**src/hw/rtl/glcd_pkg.sv**
```systemverilog
package glcd_pkg;

  // Controller commands sent in the frame header.
  localparam logic [7:0] CMD_ROW_SET = 8'h2B;
  localparam logic [7:0] CMD_COL_SET = 8'h2A;
  localparam logic [7:0] CMD_WRITE   = 8'h2C;

  // Configuration register indexes.
  localparam logic REG_FRAME_WIDTH  = 1'b0;
  localparam logic REG_FRAME_HEIGHT = 1'b1;

  localparam logic [9:0] FRAME_WIDTH_RESET  = 10'd180;
  localparam logic [9:0] FRAME_HEIGHT_RESET = 10'd128;

  // Header word positions.
  localparam logic [3:0] HDR_ROW_CMD   = 4'd0;
  localparam logic [3:0] HDR_ROW_Z0    = 4'd1;
  localparam logic [3:0] HDR_ROW_Z1    = 4'd2;
  localparam logic [3:0] HDR_ROW_HI    = 4'd3;
  localparam logic [3:0] HDR_ROW_LO    = 4'd4;
  localparam logic [3:0] HDR_COL_CMD   = 4'd5;
  localparam logic [3:0] HDR_COL_Z0    = 4'd6;
  localparam logic [3:0] HDR_COL_Z1    = 4'd7;
  localparam logic [3:0] HDR_COL_HI    = 4'd8;
  localparam logic [3:0] HDR_COL_LO    = 4'd9;
  localparam logic [3:0] HDR_WRITE_CMD = 4'd10;

  // Reciprocal of three for a 10-bit dividend: (x * 683) >> 11.
  localparam logic [9:0] RECIP_THREE = 10'd683;
  localparam int         RECIP_SHIFT = 11;

  // Two-bit gray level to controller code.
  localparam logic [2:0] GRAY_CODE [4] = '{3'd7, 3'd4, 3'd2, 3'd0};

  typedef struct packed {
    logic [1:0] group_position;
    logic [7:0] partial_byte;
    logic [9:0] column_count;
    logic [9:0] row_count;
  } pack_state_t;

  typedef struct packed {
    logic        emit;
    logic        frame_end;
    logic [7:0]  pixel_byte;
    pack_state_t next;
  } pack_result_t;

endpackage

```
**src/hw/rtl/glcd_pixel_if.sv**
```systemverilog
interface glcd_pixel_if;
  logic       valid;
  logic       ready;
  logic [7:0] gray_pixel;

  modport source (output valid, output gray_pixel, input ready);
  modport sink   (input valid, input gray_pixel, output ready);
endinterface

```
**src/hw/rtl/glcd_byte_if.sv**
```systemverilog
interface glcd_byte_if;
  logic       valid;
  logic       ready;
  logic [7:0] out_byte;
  logic       is_command;
  logic       ends_transfer;
  logic       last_of_run;

  modport source (output valid, output out_byte, output is_command,
                  output ends_transfer, output last_of_run, input ready);
  modport sink   (input valid, input out_byte, input is_command,
                  input ends_transfer, input last_of_run, output ready);
endinterface

```
**src/hw/rtl/glcd_pixel_core.sv**
```systemverilog
// Packs one pixel into the current group and advances the row and column counts.
module glcd_pixel_core (
  input  logic [7:0]                gray_pixel,
  input  logic [9:0]                frame_width,
  input  logic [9:0]                frame_height,
  input  glcd_pkg::pack_state_t     state,
  output glcd_pkg::pack_result_t    result
);

  logic [2:0]  code;
  logic [9:0]  width_eff;
  logic [9:0]  height_eff;
  logic [7:0]  packed_byte;
  logic        row_end;
  logic        frame_end;
  logic        emit;

  always_comb begin
    code       = glcd_pkg::GRAY_CODE[gray_pixel[7:6]];
    width_eff  = (frame_width == 10'd0) ? 10'd1 : frame_width;
    height_eff = (frame_height == 10'd0) ? 10'd1 : frame_height;

    case (state.group_position)
      2'd0:    packed_byte = {code, 5'd0};
      2'd1:    packed_byte = state.partial_byte | {3'd0, code, 2'd0};
      default: packed_byte = state.partial_byte | {6'd0, code[2:1]};
    endcase

    row_end   = ({1'b0, state.column_count} + 11'd1) >= {1'b0, width_eff};
    frame_end = row_end && (({1'b0, state.row_count} + 11'd1) >= {1'b0, height_eff});
    emit      = (state.group_position >= 2'd2) || row_end;

    result.emit       = emit;
    result.frame_end  = frame_end;
    result.pixel_byte = packed_byte;

    if (emit) begin
      result.next.partial_byte   = 8'd0;
      result.next.group_position = 2'd0;
    end else begin
      result.next.partial_byte   = packed_byte;
      result.next.group_position = state.group_position + 2'd1;
    end

    if (row_end) begin
      result.next.column_count = 10'd0;
      result.next.row_count    = frame_end ? 10'd0 : state.row_count + 10'd1;
    end else begin
      result.next.column_count = state.column_count + 10'd1;
      result.next.row_count    = state.row_count;
    end
  end

endmodule

```
**src/hw/rtl/gray_lcd_three_pixel_packer.sv**
```systemverilog
// A pixel is accepted into the input register, and its byte word is then written to the output register.
// Throughput: one pixel per cycle while the output is not stalled and no header is going out.
// One byte word goes out per three pixels, or sooner at the end of a row. Once a frame,
// the first pixel stays in the input register and the input stalls while the eleven
// header words leave through the single output register, one word a cycle unless stalled.
// Reset is synchronous and active high: it clears all control state, drops the
// output valid and loads the frame width and height with 180 and 128.
module gray_lcd_three_pixel_packer (
  input  logic        clk,
  input  logic        rst,
  input  logic        cfg_we,
  input  logic        cfg_index,
  input  logic [9:0]  cfg_data,
  glcd_pixel_if.sink  pixel_stream,
  glcd_byte_if.source byte_stream
);

  // Configuration registers.
  logic [9:0] frame_width;
  logic [9:0] frame_height;

  // The input register holds one pixel until it has been worked on. While no frame is
  // open, the held pixel first waits for the whole header to go out.
  logic       hold_valid;
  logic [7:0] hold_pixel;
  logic       in_frame;
  logic [3:0] header_index;

  glcd_pkg::pack_state_t  pack_state;
  glcd_pkg::pack_result_t pack_result;

  // Output register, which parts the two sides of the block.
  logic       out_valid;
  logic [7:0] out_byte;
  logic       out_command;
  logic       out_ends;
  logic       out_last;

  logic       out_free;
  logic       header_go;
  logic       pixel_go;
  logic [8:0] width_third;
  logic [19:0] width_product;
  logic [7:0] header_byte;
  logic       header_command;
  logic       header_ends;
  logic       header_last;

  glcd_pixel_core u_core (
    .gray_pixel   (hold_pixel),
    .frame_width  (frame_width),
    .frame_height (frame_height),
    .state        (pack_state),
    .result       (pack_result)
  );

  always_comb begin
    out_free  = !out_valid || byte_stream.ready;
    header_go = hold_valid && !in_frame && out_free;
    // A pixel that completes no byte needs no room at the output.
    pixel_go  = hold_valid && in_frame && (out_free || !pack_result.emit);

    pixel_stream.ready = !hold_valid || pixel_go;

    // The column window is given in groups of three pixels, rounded down.
    width_product = frame_width * glcd_pkg::RECIP_THREE;
    width_third   = width_product[glcd_pkg::RECIP_SHIFT +: 9];

    header_command = 1'b0;
    header_ends    = 1'b0;
    case (header_index)
      glcd_pkg::HDR_ROW_CMD: begin
        header_byte    = glcd_pkg::CMD_ROW_SET;
        header_command = 1'b1;
      end
      glcd_pkg::HDR_ROW_HI:  header_byte = {6'd0, frame_height[9:8]};
      glcd_pkg::HDR_ROW_LO: begin
        header_byte = frame_height[7:0];
        header_ends = 1'b1;
      end
      glcd_pkg::HDR_COL_CMD: begin
        header_byte    = glcd_pkg::CMD_COL_SET;
        header_command = 1'b1;
      end
      glcd_pkg::HDR_COL_HI:  header_byte = {7'd0, width_third[8]};
      glcd_pkg::HDR_COL_LO: begin
        header_byte = width_third[7:0];
        header_ends = 1'b1;
      end
      glcd_pkg::HDR_WRITE_CMD: begin
        header_byte    = glcd_pkg::CMD_WRITE;
        header_command = 1'b1;
      end
      default: header_byte = 8'd0;
    endcase

    // The write command closes the run unless the frame is a single column wide, in
    // which case the held pixel completes a byte of its own straight after it.
    header_last = (header_index == glcd_pkg::HDR_WRITE_CMD) && (frame_width > 10'd1);
  end

  always_ff @(posedge clk) begin
    if (rst) begin
      frame_width  <= glcd_pkg::FRAME_WIDTH_RESET;
      frame_height <= glcd_pkg::FRAME_HEIGHT_RESET;
      hold_valid   <= 1'b0;
      in_frame     <= 1'b0;
      header_index <= glcd_pkg::HDR_ROW_CMD;
      pack_state   <= '0;
      out_valid    <= 1'b0;
    end else begin
      if (cfg_we) begin
        case (cfg_index)
          glcd_pkg::REG_FRAME_WIDTH:  frame_width  <= cfg_data;
          glcd_pkg::REG_FRAME_HEIGHT: frame_height <= cfg_data;
          default: ;
        endcase
      end

      if (pixel_stream.valid && pixel_stream.ready) begin
        hold_valid <= 1'b1;
      end else if (pixel_go) begin
        hold_valid <= 1'b0;
      end

      if (header_go) begin
        if (header_index == glcd_pkg::HDR_WRITE_CMD) begin
          header_index <= glcd_pkg::HDR_ROW_CMD;
          in_frame     <= 1'b1;
          pack_state   <= '0;
        end else begin
          header_index <= header_index + 4'd1;
        end
      end

      if (pixel_go) begin
        pack_state <= pack_result.next;
        if (pack_result.frame_end) begin
          in_frame <= 1'b0;
        end
      end

      if (out_free) begin
        out_valid <= header_go || (pixel_go && pack_result.emit);
      end
    end
  end

  // Payload registers carry no reset.
  always_ff @(posedge clk) begin
    if (pixel_stream.valid && pixel_stream.ready) begin
      hold_pixel <= pixel_stream.gray_pixel;
    end
    if (header_go) begin
      out_byte    <= header_byte;
      out_command <= header_command;
      out_ends    <= header_ends;
      out_last    <= header_last;
    end else if (pixel_go && pack_result.emit) begin
      out_byte    <= pack_result.pixel_byte;
      out_command <= 1'b0;
      out_ends    <= pack_result.frame_end;
      out_last    <= 1'b1;
    end
  end

  assign byte_stream.valid         = out_valid;
  assign byte_stream.out_byte      = out_byte;
  assign byte_stream.is_command    = out_command;
  assign byte_stream.ends_transfer = out_ends;
  assign byte_stream.last_of_run   = out_last;

endmodule

```
**src/flat_wrapper.sv**
```systemverilog
// flat-port wrapper written by rule: the top's interface ports become plain ports
module gray_lcd_three_pixel_packer_flat 
  (clk, rst, cfg_we, cfg_index, cfg_data, pixel_stream_valid, pixel_stream_gray_pixel, pixel_stream_ready, byte_stream_valid, byte_stream_out_byte, byte_stream_is_command, byte_stream_ends_transfer, byte_stream_last_of_run, byte_stream_ready);
  glcd_pixel_if pixel_stream_i ();
  glcd_byte_if byte_stream_i ();
  input  logic clk;
  input  logic rst;
  input  logic cfg_we;
  input  logic cfg_index;
  input  logic [9:0] cfg_data;
  input wire logic [$bits(pixel_stream_i.valid)-1:0] pixel_stream_valid;
  input wire logic [$bits(pixel_stream_i.gray_pixel)-1:0] pixel_stream_gray_pixel;
  output wire logic [$bits(pixel_stream_i.ready)-1:0] pixel_stream_ready;
  output wire logic [$bits(byte_stream_i.valid)-1:0] byte_stream_valid;
  output wire logic [$bits(byte_stream_i.out_byte)-1:0] byte_stream_out_byte;
  output wire logic [$bits(byte_stream_i.is_command)-1:0] byte_stream_is_command;
  output wire logic [$bits(byte_stream_i.ends_transfer)-1:0] byte_stream_ends_transfer;
  output wire logic [$bits(byte_stream_i.last_of_run)-1:0] byte_stream_last_of_run;
  input wire logic [$bits(byte_stream_i.ready)-1:0] byte_stream_ready;
  assign pixel_stream_i.valid = pixel_stream_valid;
  assign pixel_stream_i.gray_pixel = pixel_stream_gray_pixel;
  assign pixel_stream_ready = pixel_stream_i.ready;
  assign byte_stream_valid = byte_stream_i.valid;
  assign byte_stream_out_byte = byte_stream_i.out_byte;
  assign byte_stream_is_command = byte_stream_i.is_command;
  assign byte_stream_ends_transfer = byte_stream_i.ends_transfer;
  assign byte_stream_last_of_run = byte_stream_i.last_of_run;
  assign byte_stream_i.ready = byte_stream_ready;
  gray_lcd_three_pixel_packer u_core (.clk(clk), .rst(rst), .cfg_we(cfg_we), .cfg_index(cfg_index), .cfg_data(cfg_data), .pixel_stream(pixel_stream_i), .byte_stream(byte_stream_i));
endmodule
```
**config.mk**
```make
export PLATFORM = sky130hd
export DESIGN_NAME = gray_lcd_three_pixel_packer_flat
export DESIGN_NICKNAME = d
export VERILOG_FILES = /design/src/hw/rtl/glcd_pkg.sv /design/src/hw/rtl/glcd_pixel_if.sv /design/src/hw/rtl/glcd_byte_if.sv /design/src/hw/rtl/glcd_pixel_core.sv /design/src/hw/rtl/gray_lcd_three_pixel_packer.sv /design/src/flat_wrapper.sv
export SDC_FILE = /design/constraint.sdc
export NUM_CORES = 1
export LEC_CHECK = 0
export BUFFER_PORTS_ARGS = -buffer_cell sky130_fd_sc_hd__buf_2
export CELL_PAD_IN_SITES_DETAIL_PLACEMENT = 1
export CELL_PAD_IN_SITES_GLOBAL_PLACEMENT = 2
export CORE_MARGIN = 2
export CORE_UTILIZATION = 38
export DETAILED_ROUTE_END_ITERATION = 8
export PLACE_DENSITY_LB_ADDON = 0.1
export SLEW_MARGIN = 20
export SYNTH_ARGS = -nofsm -noshare
export SYNTH_HDL_FRONTEND = slang
export SYNTH_SLANG_ARGS = --single-unit
```
**constraint.sdc**
```tcl
create_clock -name clk -period 5.6 [get_ports clk]
set_input_delay 1.12 -clock clk [delete_from_list [all_inputs] [get_ports clk]]
set_output_delay 1.12 -clock clk [all_outputs]
set_load 0.1 [all_outputs]
```
==> impl_metrics.yaml <==
clocking:
  htreeDepth: 3
  cts_root_buffer: "clkbuf_16"
  cts-resized-gates: 0
  postCtsSetupBuffers: 0
  ctsLongestPathBuffers: 2
  cts-buffers-inserted: 9
  clk_pin_slew_worst_paths_ns: 0.06
  cts_tree: "yes"
  postCtsHoldBufs: 0
  cts_sinks: 70
  insertion_delay_ns: 0.34
run_status:
  status: "completed"
timing:
  setup_ws_ns: 0.601
  report.final.setup_viol: 0
  period_needed_ns: 5.00
  hold_viol: 0
  setup_tns_ns: 0
  clock_skew_ns: 0.00722
  whs_ns: 0.473
  relSlewSlack: 0.366
  max_freq_mhz: 200
  finalMaxSlewViolations: 0
  rsz0062_at_grt: "no"
  post-route-period-util: 0.893
  tightest_slew_ns: 0.948
pwr:
  p_seq_frac: 0.301
  power_frac_comb: 0.312
  power.leakage_nw: 2.80
  p_total_mw: 1.82
  peakVddDrop_uv: 190
  switchingPower_uw: 600
  power.share.switching: 0.329
  p_per_area_nw_per_um2: 294
  internal_power_mw: 1.22
  p_clk_frac: 0.387
placed_design:
  gp_congestion: 0.771
  post-place-ws_ns: 0.567
  io_buffers: 30
  hpwl_um: 12000
worst_setup_path:
  cp.required_ns: 5.67
  start_kind: "flop"
  worstReg2RegStart: "u_core.frame_width[6]$_SDFFE_PP0P_"
  worstPathArrival_ns: 5.07
  crit_path_end_kind: "flop"
  timing.rr.end: "u_core.byte_stream.out_byte[0]$_DFFE_PP_"
  critPathKind: "reg2reg"
  r2r_slack_ns: 0.60
  r2r_cells: 15
  crit_fanout: 7
floorplan:
  dieArea_um2: 15500
  ios: 37
  die_h_um: 125
  start_util: 0.384
  die_w_um: 125
  fp.coreArea_um2: 14400
  rows: 44
logic_synthesis:
  yosys.area.top_type: "dfxtp_1"
  synth_cells: 650
  synth_top_cell_area_share: 0.207
  synth_edf_count: 13
  synth-seq-area-share: 0.277
  synth_warnings: 0
  avgSynthCellArea_um2: 8.49
  synth-seq-cells: 70
  ys_types: 58
  syn_nets: 781
  synth_area_leaders: "dfxtp_1 21%, ha_1 19%, fa_1 8.0%"
  synth_ff_type: "dfxtp_1"
  postSynth.asyncResetShare: 0
  synth_area_um2: 5520
global_route:
  track_usage: 0.200
  grt_antenna_before_repair: 0
  grt_pass1_vias: 4778
  gr-total-overflow: 0
  grt_max_degree: 43
  grt_pass1_wl_um: 24900
min_path:
  min_delay_path_depth: 2
  holdCritPathClass: "reg2reg"
  min_delay_worst_endpoint: "u_core.pack_state[26]$_SDFFE_PP0P_"
  hold_start: "u_core.pack_state[26]$_SDFFE_PP0P_"
drt:
  wl_per_cell_um: 17.4
  via_per_inst: 5.29
  vias: 4578
  ant_nets: 0
  routed_wl_um: 15000
  drc_errors: 0
  wl_met2_um: 6790
  top_layer: "met4"
  wl_met3_um: 446
  drtIter0Drc: 302
  drtPass1Iterations: 4
  wl_met1_um: 7580
run:
  drv_cap: 0
layout:
  diodes: 0
  finalNetCount: 808
  fillers: 1708
  areaGrowthSynthToFinish_pct: 12.5
  final_cell_mix: "86 x nand2_1, 85 x ha_1, 71 x inv_1"
  post-route-util: 0.432
  drive_gt1_frac: 0.0953
  final_common_cell: "nand2_1"
==> metrics by stage <==
step                      cell area (um^2)  std cells
after floorplan                       5520        650
after global placement                5850        850
after detailed placement              5850        850
after CTS                             6210        866
after global routing                  6210        866
final                                 6210        866
==> cells in the mapped netlist, drive strengths merged (2+ instances only) <==
library cell	n
a21oi	47
nand2b	11
ha	85
inv	72
nand4	6
nand3b	2
nor4	2
nor3	12
buf	3
nor2	47
nor2b	10
mux2i	3
and3	5
edfxtp	13
o22ai	6
o21a	2
nand2	86
a21o	2
dfxtp	57
a31oi	6
or2	7
xnor2	12
a211oi	5
and4	3
and2	8
o32ai	2
a311oi	2
o221ai	2
xor2	7
nand3	15
a22o	4
o211ai	5
o21ai	40
a22oi	13
fa	22
clkbuf	15
==> kinds of logic after synthesis <==
family	count (synthesis)	share of synthesized area
xor gates and xnor gates	19	0.0302
DFF	70	0.277
AOI/OAI and AO/OA	143	0.164
adders and majority gates	107	0.273
buffers and inverters	91	0.0642
muxes	4	0.00748
and+or+nand+nor	216	0.184
==> layout make-up <==
type,instances,area (um^2),area share
clock buffer,9,225,0.0363
sequential,70,1530,0.247
timing repair buffer,34,180,0.0290
inverter,73,274,0.0441
multi-input combinational,489,3630,0.585
tap,184,230,0.0371
clock inverter,7,136,0.0220
==> state kept, by name, indices dropped and copies added, names as in the netlist <==
register	flops
u_core.byte_stream.is_command	1
u_core.byte_stream.last_of_run	1
u_core.hold_valid	1
u_core.frame_width	10
u_core.in_frame	1
u_core.hold_pixel	2
u_core.header_index	4
u_core.pack_state	30
u_core.byte_stream.ends_transfer	1
u_core.frame_height	10
u_core.byte_stream.out_byte	8
u_core.byte_stream.valid	1
==> layer usage <==
| layer | vias to the layer above | GRT usage |
|---|---|---|
| met2 | 50 | 0.312 |
| met1 | 2216 | 0.284 |
| met3 | 15 | 0.0309 |
| li1 | 2297 | - |
| met4 | 0 | 0.0628 |
| met5 | - | 0 |
==> critical path, cell delays in order, from the launching register on <==
cell and delay [ns]:
dfxtp_1 0.56, ha_1 0.31, ha_1 0.34, fa_1 0.52, fa_1 0.51, inv_1 0.05, fa_1 0.50, inv_1 0.04
ha_1 0.27, o21ai_0 0.24, a211oi_1 0.10, a211oi_2 0.52, nor3_1 0.14, o221ai_1 0.27, mux2i_1 0.22, o221ai_1 0.13
==> power groups by stage <==
stage	clock (mW)	sequential [mW]	combinational [mW]
3_3_place_gp	0	0.560	0.559
3_5_place_dp	0	0.561	0.575
6_report	0.707	0.550	0.569
2_1_floorplan	0	0.592	0.397
4_1_cts	0.721	0.550	0.580
5_1_grt	0.743	0.552	0.654
==> how the worst max path moves through the flow <==
stage | startpoint | endpoint | slack [ns]
5_1_grt | u_core.frame_width[6]$_SDFFE_PP0P_ | u_core.byte_stream.out_byte[0]$_DFFE_PP_ | 0.23
2_1_floorplan | u_core.frame_width[7]$_SDFFE_PP1P_ | u_core.byte_stream.out_byte[0]$_DFFE_PP_ | 1.22
6_report | u_core.frame_width[6]$_SDFFE_PP0P_ | u_core.byte_stream.out_byte[0]$_DFFE_PP_ | 0.60
3_5_place_dp | u_core.frame_width[6]$_SDFFE_PP0P_ | u_core.byte_stream.out_byte[0]$_DFFE_PP_ | 0.57
3_3_place_gp | u_core.frame_width[6]$_SDFFE_PP0P_ | u_core.byte_stream.out_byte[0]$_DFFE_PP_ | 0.66
4_1_cts | u_core.frame_width[6]$_SDFFE_PP0P_ | u_core.byte_stream.out_byte[0]$_DFFE_PP_ | 0.56
Note: power is estimated with default switching activity, not from simulation.
